===== config.mk =====
export PLATFORM = sky130hd
export DESIGN_NAME = firrs_ctrl
export DESIGN_NICKNAME = d
export VERILOG_FILES = /design/src/rtl/firrs_pkg.sv /design/src/rtl/firrs_ctrl.sv
export SDC_FILE = /design/constraint.sdc
export NUM_CORES = 1
export LEC_CHECK = 0
export ABC_CLOCK_PERIOD_IN_PS = 2100
export BUFFER_PORTS_ARGS = -buffer_cell sky130_fd_sc_hd__buf_2
export CELL_PAD_IN_SITES_DETAIL_PLACEMENT = 1
export CELL_PAD_IN_SITES_GLOBAL_PLACEMENT = 2
export CORE_MARGIN = 1
export CORE_UTILIZATION = 33
export CTS_BUF_LIST = sky130_fd_sc_hd__clkbuf_8
export DETAILED_ROUTE_END_ITERATION = 6
export PLACE_DENSITY = 0.81
export SLEW_MARGIN = 15
export SYNTH_ARGS = -nofsm -noshare
export SYNTH_HDL_FRONTEND = slang
export SYNTH_SLANG_ARGS = --single-unit
export TNS_END_PERCENT = 30

===== constraint.sdc =====
create_clock -name clk -period 2.1 [get_ports clk]
set_input_delay 0.42 -clock clk [delete_from_list [all_inputs] [get_ports clk]]
set_output_delay 0.42 -clock clk [all_outputs]
set_load 0.01 [all_outputs]

===== src/rtl/firrs_pkg.sv =====
`default_nettype none

package firrs_pkg;

    // Field widths
    localparam int SAMPLE_W   = 20;
    localparam int COEF_W     = 18;
    localparam int PROD_W     = SAMPLE_W + COEF_W;
    localparam int ACC_W      = 48;
    localparam int MAG_W      = 32;
    localparam int SCALE_SH   = 15;
    localparam int PCM_W      = 16;
    localparam int TAPCNT_W   = 9;
    localparam int COEF_IDX_W = 8;

    // APB register map
    localparam int APB_ADDR_W = 3;
    localparam int APB_DATA_W = 32;
    localparam logic [APB_ADDR_W-3:0] REG_TAP_COUNT = 1'b0;
    localparam logic [TAPCNT_W-1:0]   TAP_COUNT_RESET = 9'd1;

    // Item commands
    localparam logic CMD_PUSH = 1'b0;
    localparam logic CMD_COEF = 1'b1;

    // Unity in accumulator units (31 fraction bits) and the 48-bit limits
    localparam logic signed [ACC_W-1:0] ONE_Q31     = 48'sh0000_8000_0000;
    localparam logic signed [ACC_W-1:0] NEG_ONE_Q31 = -48'sh0000_8000_0000;
    localparam logic signed [ACC_W-1:0] ACC_MAX     = 48'sh7FFF_FFFF_FFFF;
    localparam logic signed [ACC_W-1:0] ACC_MIN     = 48'sh8000_0000_0000;

    typedef struct packed {
        logic push;
        logic coef_wr;
        logic issue;
        logic clamp;
        logic load_out;
    } firrs_cmd_t;

    typedef struct packed {
        logic pipe_busy;
        logic out_free;
    } firrs_status_t;

endpackage

`default_nettype wire


===== src/rtl/firrs_ctrl.sv =====
`default_nettype none

module firrs_ctrl #(
    parameter int MAX_TAPS = 256,
    localparam int ADDR_W = $clog2(MAX_TAPS)
) (
    input  logic                            clk,
    input  logic                            rst_n,
    input  logic                            req_valid,
    input  logic                            req_cmd,
    output logic                            req_stall,
    input  logic [firrs_pkg::TAPCNT_W-1:0]  tap_count,
    input  firrs_pkg::firrs_status_t        status,
    output firrs_pkg::firrs_cmd_t           ctrl_cmd,
    output logic [ADDR_W-1:0]               tap_idx
);
    import firrs_pkg::*;

    localparam int CNT_W = $clog2(MAX_TAPS + 1);
    localparam int CMP_W = (CNT_W > TAPCNT_W) ? CNT_W : TAPCNT_W;

    typedef enum logic [2:0] {
        ST_IDLE,
        ST_RUN,
        ST_DRAIN,
        ST_CLAMP,
        ST_SCALE
    } state_t;

    state_t             state_reg, state_next;
    logic [CNT_W-1:0]   k_reg, k_next;
    logic [CNT_W-1:0]   taps_reg, taps_next;
    logic [CNT_W-1:0]   taps_eff;
    logic               accept;

    // tap count saturates at the ring depth
    assign taps_eff = (CMP_W'(tap_count) > CMP_W'(MAX_TAPS)) ? CNT_W'(MAX_TAPS)
                                                            : CNT_W'(tap_count);

    assign req_stall = (state_reg != ST_IDLE);
    assign accept    = req_valid && (state_reg == ST_IDLE);
    assign tap_idx   = k_reg[ADDR_W-1:0];

    always_comb
    begin
        ctrl_cmd.push     = accept && (req_cmd == CMD_PUSH);
        ctrl_cmd.coef_wr  = accept && (req_cmd == CMD_COEF);
        ctrl_cmd.issue    = (state_reg == ST_RUN) && (k_reg != taps_reg);
        ctrl_cmd.clamp    = (state_reg == ST_CLAMP);
        ctrl_cmd.load_out = (state_reg == ST_SCALE) && status.out_free;
    end

    always_comb
    begin
        state_next = state_reg;
        k_next     = k_reg;
        taps_next  = taps_reg;
        unique case (state_reg)
            ST_IDLE:
            begin
                if (ctrl_cmd.push)
                begin
                    state_next = ST_RUN;
                    k_next     = '0;
                    taps_next  = taps_eff;
                end
            end
            ST_RUN:
            begin
                if (k_reg == taps_reg)
                    state_next = ST_DRAIN;
                else
                    k_next = k_reg + CNT_W'(1);
            end
            ST_DRAIN:
            begin
                if (!status.pipe_busy)
                    state_next = ST_CLAMP;
            end
            ST_CLAMP:
                state_next = ST_SCALE;
            ST_SCALE:
            begin
                if (status.out_free)
                    state_next = ST_IDLE;
            end
            default:
                state_next = ST_IDLE;
        endcase
    end

    always_ff @(posedge clk or negedge rst_n)
    begin
        if (!rst_n)
        begin
            state_reg <= ST_IDLE;
            k_reg     <= '0;
            taps_reg  <= '0;
        end
        else
        begin
            state_reg <= state_next;
            k_reg     <= k_next;
            taps_reg  <= taps_next;
        end
    end

    // a tap read is never issued past the tap count
    assert property (@(posedge clk) disable iff (!rst_n)
        ctrl_cmd.issue |-> (k_reg < taps_reg))
        else $error("tap issued past tap count");

    // the sum is only clamped after the multiply-accumulate pipe drained
    assert property (@(posedge clk) disable iff (!rst_n)
        (state_reg == ST_CLAMP) |-> !status.pipe_busy)
        else $error("clamp while accumulate pipe busy");

endmodule

`default_nettype wire


==> results of run 1 <==
-- per-stage QoR --
| stage | cells | instance area, um^2 | utilization (%) |
|---|---|---|---|
| 5_1_grt | 208 | 1440 | 39.2 |
| 3_3_place_gp | 203 | 1370 | 37.4 |
| 2_1_floorplan | 139 | 1250 | - |
| 3_5_place_dp | 203 | 1370 | 37.4 |
| 4_1_cts | 207 | 1420 | 38.7 |
| 6_report | 208 | 1440 | 39.2 |
-- synthesized netlist by cell type, types with 2 or more instances --
| master | number |
|---|---|
| and3_1 | 3 |
| inv_1 | 2 |
| dfrtp_1 | 21 |
| a21o_1 | 2 |
| o21ai_0 | 11 |
| nor3_1 | 3 |
| nor4_1 | 2 |
| nand4_1 | 2 |
| a31oi_1 | 2 |
| nand2b_1 | 9 |
| or3_1 | 2 |
| buf_4 | 9 |
| o311ai_0 | 4 |
| nor2_1 | 7 |
| buf_2 | 2 |
| clkbuf_1 | 2 |
| nand3_1 | 6 |
| a22oi_1 | 3 |
| nand2_1 | 23 |
| xnor2_1 | 8 |
-- cell type report --
class | count | area, um^2
Clock buffer | 3 | 41.3
Inverter | 2 | 7.51
Sequential cell | 21 | 527
Tap cell | 48 | 60.1
Fill cell | 449 | 2230
Timing Repair Buffer | 30 | 155
Multi-Input combinational cell | 103 | 641
Clock inverter | 1 | 3.75
-- cells by family after synthesis --
kind of cell	Yosys count
simple gates	63
compound gates	28
flops	21
buf+inv	16
xor+xnor	9
mux	1
fa+ha+maj	1
-- critical path: stages (launching register included) --
cell and delay, ps:
dfrtp_2 460, or3_4 430, nand2b_4 210, inv_1 110
buf_2 130
-- final timing paths --
kind	cells past startpoint	start	to	slack (ps)
worst max-delay path	4	state_reg[2]	ctrl_cmd[4]	90
worst min-delay path	1	rst_n	k_reg[0]	110
worst max register to register	6	k_reg[6]	k_reg[5]	370
worst min register to register	2	taps_reg[3]	taps_reg[3]	510
max in group asynchronous	1	rst_n	state_reg[2]	1620
min in group clk	2	status[0]	state_reg[2]	340
-- layer usage --
layer | track usage [%] | wire length [um] | vias to the layer above
li1 | - | - | 525
met1 | 21.0 | 1400 | 513
met2 | 27.3 | 1600 | 26
met3 | 1.99 | 111 | 2
met4 | 5.97 | 23 | 0
met5 | 0 | 0 | -
-- report_power, final --
part / internal [uW] / switching, uW / leakage (uW)
clock: 130 / 138 / 0.0000269
sequential: 586 / 233 / 0.000275
combinational: 486 / 591 / 0.000378
==> results.ini, run 1 <==
[clock_network]
cts.reportedPaths.clkPinSlew_ps = 80
insertion_delay_ps = 260
htree_levels = 1
root_buffer = clkbuf_8
numCtsBuffers = 3
cts_tree = done
clock_sinks = 21
clock_path_buffers = 2
postCtsHoldBufs = 0
cts_resized = 0
cts_setup_buffers = 0

[synth]
avgSynthCellArea_um2 = 9.00
synthAdderAreaFrac_pct = 1.00
synth.area.top_cells = dfrtp_1, nand2_1, xnor2_1
synth-simple-area-share_pct = 26.0
synth_top_family_by_area = simple AND/OR/NAND/NOR gates
synth_seq_cells = 21
synthFlopType = dfrtp_1
synthMuxAreaShare_pct = 0.900
synth_compound_gate_area_share_pct = 14.9
synth-xor-area-share_pct = 6.90
synthArstFlopShare_pct = 100
yosysWarnings = 0
syn-num-nets = 155
synth_top_area_cell = dfrtp_1
synth_area_mm2 = 0.00125
yosysUniqueCellTypes = 36
synth_edf_count = 0
ys_seq_area_share_pct = 42.0
netlist.area_leader.share_pct = 42.0
netlist_instances = 139

[routing]
detail_route.first_pass.iterations = 4
drt_iter0_drc = 36
wl_um = 3130
ant_nets = 0
drc = 0
viasPerCell = 5.13
routed-via-count = 1066
wire_per_inst_um = 15.1

[global_route]
grt_pass1_wl_um = 5090
gr-total-overflow = 0
grt_use_total_pct = 16.2
antenna_found_initial = 0
grt_max_degree = 23
grt_pass1_vias = 1089

[sta]
slew_headroom_pct = 60.2
holdWs_ps = 114
fin_crit_ps = 2010
slew_violations = 0
period_share_pct = 95.8
setup_tns_ps = 0
final.setup.worst_slack_ps = 87.7
worst_pin_slew_ps = 592
hold_viol_final = 0
fmax_ghz = 0.497
fin_skew_ps = 2.28
finalSetupViolations = 0

[placed_design]
gp_congestion = 0.809
port_buffers = 28
dp_slack_ps = 318
place_hpwl_um = 2210

[critical_path]
crit_type = reg -> out
arrival_ps = 1590
worst_setup_path_end_kind = output pin
crit_fanout = 11
startpoint_type = flop
required_ps = 1680

[layout]
final_nets = 177
diodes = 0
drive_above_1_share_pct = 26.9
layout_commonest_cell = buf_2
layout_common_cells = buf_2, nand2_1, dfrtp_1, o21ai_0, nand2b_1
area_delta_synth_final_pct = 14.7

[power]
total_power_uw = 2170
p_per_area_mw_per_mm2 = 1510
ir_drop_uv = 682
p_leak_uw = 0.000679

[die]
ioPinCount = 29
start_util_pct = 34.2
chipWidth_um = 63.6
die_h_um = 63.6
dieArea_mm2 = 0.00404
core_area_mm2 = 0.00366
rows = 22

[outcome]
status = completed

[flow_run]
maxCapViolCount = 0

[min_path]
min_path_type = in -> async

(Power assumes the default switching activity.)
==> run 2: changes to the inputs <==
--- a/config.mk
+++ b/config.mk
@@ -5,15 +5,17 @@
 export SDC_FILE = /design/constraint.sdc
 export NUM_CORES = 1
 export LEC_CHECK = 0
+export ABC_AREA = 1
 export ABC_CLOCK_PERIOD_IN_PS = 2100
 export BUFFER_PORTS_ARGS = -buffer_cell sky130_fd_sc_hd__buf_2
 export CELL_PAD_IN_SITES_DETAIL_PLACEMENT = 1
 export CELL_PAD_IN_SITES_GLOBAL_PLACEMENT = 2
 export CORE_MARGIN = 1
-export CORE_UTILIZATION = 33
+export CORE_UTILIZATION = 32
 export CTS_BUF_LIST = sky130_fd_sc_hd__clkbuf_8
 export DETAILED_ROUTE_END_ITERATION = 6
-export PLACE_DENSITY = 0.81
+export PLACE_DENSITY = 0.82
+export SKIP_CTS_REPAIR_TIMING = 1
 export SLEW_MARGIN = 15
 export SYNTH_ARGS = -nofsm -noshare
 export SYNTH_HDL_FRONTEND = slang
==> results.ini, run 2 <==
[clock_network]
clock_sinks = 21  ; unchanged
insertion_delay_ps = 270  ; about the same
root_buffer = clkbuf_8
htree_levels = 1  ; unchanged
clock_path_buffers = 2  ; unchanged
cts.reportedPaths.clkPinSlew_ps = 80  ; about the same
cts_tree = done
numCtsBuffers = 3  ; unchanged

[synth]
synth.area.top_cells = dfrtp_1, nand2_1, inv_1
yosysMostFrequentCell = nand2_1
netlist_instances = 191  ; +37%
avgSynthCellArea_um2 = 7.45  ; -17%
synth_top_area_cell = dfrtp_1
synthFlopType = dfrtp_1
synthArstFlopShare_pct = 100  ; unchanged
synth_seq_cells = 21  ; unchanged
yosysWarnings = 0  ; unchanged
ys_seq_area_share_pct = 36.9  ; -5.1 points
yosysUniqueCellTypes = 30  ; -17%
synth_area_mm2 = 0.00142  ; +14%
netlist.area_leader.share_pct = 36.9  ; -5.1 points
syn-num-nets = 207  ; +34%
yosys-top-cells-count = nand2_1, inv_1, dfrtp_1, nor2_1, nand4_1
synth_edf_count = 0  ; unchanged

[power]
p_leak_uw = 0.000890  ; +31%
p_per_area_mw_per_mm2 = 1150  ; -24%
ir_drop_uv = 666  ; -2.3%

[sta]
rsz0062_at_grt = no
worst_pin_slew_ps = 530  ; -62.9 ps
fin_crit_ps = 1980  ; -34.6 ps
slew_headroom_pct = 64.7  ; +4.5 points
hold_viol_final = 0  ; unchanged
slew_violations = 0  ; unchanged
fmax_ghz = 0.506  ; +1.8%
period_share_pct = 94.2  ; -1.6 points
final.setup.worst_slack_ps = 122  ; +34.6 ps
fin_skew_ps = 5.21  ; +2.92 ps
finalSetupViolations = 0  ; unchanged
setup_tns_ps = 0  ; unchanged
holdWs_ps = 121  ; +6.91 ps

[die]
dieArea_mm2 = 0.00472  ; +17%
rows = 23  ; +4.5%
start_util_pct = 34.4  ; +0.18 points
die_h_um = 68.7  ; +8.1%
chipWidth_um = 68.7  ; +8.1%
core_area_mm2 = 0.00414  ; +13%
ioPinCount = 29  ; unchanged

[critical_path]
arrival_ps = 1560  ; -30 ps
crit_type = reg -> out
path_delay_family = flip-flops
reg2reg_depth = 8  ; +2
worst_setup_path_end_kind = output pin
startpoint_type = flop
rrSetupSlack_ps = 500  ; +130 ps
critPathSlowestCell = dfrtp_2
path_buf_inv = 2  ; unchanged
cp_num_cells = 7  ; +3
required_ps = 1680  ; about the same
critPathMaxStageDelay_ps = 480  ; +20 ps
path_cells = xnor2_1, nand2_1, nor2_4, nand3_1, nand2_2, inv_1, buf_2
crit_fanout = 9  ; -2

[routing]
drt_iter0_drc = 63  ; +75%
routed-via-count = 1313  ; +23%
wl_um = 3810  ; +21%
detail_route.first_pass.iterations = 4  ; unchanged
ant_nets = 0  ; unchanged
viasPerCell = 4.99  ; -2.6%
wire_per_inst_um = 14.5  ; -4.0%
drc = 0  ; unchanged

[placed_design]
dp_cells = 259  ; +28%
dp_slack_ps = 360  ; +41.4 ps
place_hpwl_um = 2950  ; +33%
gp_congestion = 0.821  ; +1.6%
port_buffers = 28  ; unchanged

[global_route]
antenna_found_initial = 0  ; unchanged
grt_use_total_pct = 18.4  ; +2.2 points
gr-total-overflow = 0  ; unchanged
grt_pass1_wl_um = 6220  ; +22%
grt_max_degree = 22  ; -4.3%
grt_pass1_vias = 1337  ; +23%

[flow_run]
maxCapViolCount = 0  ; unchanged

[layout]
layout_commonest_cell = nand2_1
layout.cells.non_filler = 263  ; +26%
nFillCells = 543  ; +21%
diodes = 0  ; unchanged
final_nets = 230  ; +30%
area_delta_synth_final_pct = 12.3
drive_above_1_share_pct = 23.0  ; -3.9 points
fin_util_pct = 38.6  ; -0.61 points
layout_common_cells = nand2_1, buf_2, inv_1, dfrtp_1, nor2_1

[min_path]
min_path_type = in -> async

[outcome]
status = completed

run 2: cell types whose count changed in the layout (fill, tap and decap cells not counted), sizes merged, moves of 4 or more:
cell / change
inv: +26
nand2: +36
nand2b: -11
nand4: +13
nor2: +13
o21ai: -9
o311ai: -4
o31ai: +4
xnor2: -6
xor2: +4
run 2: worst register-to-register path: stages (launching register included):
cell      delay, ps
dfrtp_1         460
nor2_4          170
nand2_2          70
clkinv_2        100
nand3_4         190
nand2_4         210
nand3_4         150
nand2_1         100
nand2_1          50
run 2: stage by stage:
step	area [um^2]	power, uW
floorplan	1420	1330
global placement	1550	1550
detailed placement	1550	1580
CTS	1590	1870
global route	1600	2000
finish	1600	1840
run 2: logic make-up (layout without fill, tap and decap cells):
group           after synthesis  after routing  share of synthesized area, %
compound gates               15             15                          6.68
buf+inv                      41             63                          14.2
xor+xnor                      7              7                          4.31
simple gates                106            106                          37.0
fa+ha+maj                     1              1                         0.879
flops                        21             21                          36.9
run 2: area by class of cell:
cell class              count  area, um^2  share of cell area [%]
well taps                  50        62.6                    3.91
inverters                  29         110                    6.89
clock buffers               3        41.3                    2.58
multi-input cells         129         698                    43.7
clock inverters             1        3.75                   0.235
repair buffers             30         155                    9.70
flip-flops and latches     21         528                    33.0
run 2: path summary, 6_finish.rpt:
check                                   end          from
worst min-delay path               k_reg[0]         rst_n
max in group asynchronous          k_reg[4]         rst_n
min in group clk                taps_reg[3]  tap_count[3]
worst max-delay path            ctrl_cmd[2]      k_reg[4]
worst min register to register  taps_reg[6]   taps_reg[6]
worst max register to register     k_reg[1]  state_reg[2]
run 2: per-layer routing:
metal / up-vias / GRT usage [%] / wire (um) / share of wire [%]
met3: 8 / 2.80 / 162 / 4.3
met2: 33 / 30.6 / 1900 / 50
met5: - / 0 / 0 / 0
li1: 645 / - / - / -
met1: 627 / 23.5 / 1670 / 44
met4: 0 / 7.65 / 73 / 1.9
run 2: where the power goes:
group	switching (uW)	internal [uW]
Combinational	611	317
Sequential	128	515
Clock	142	131
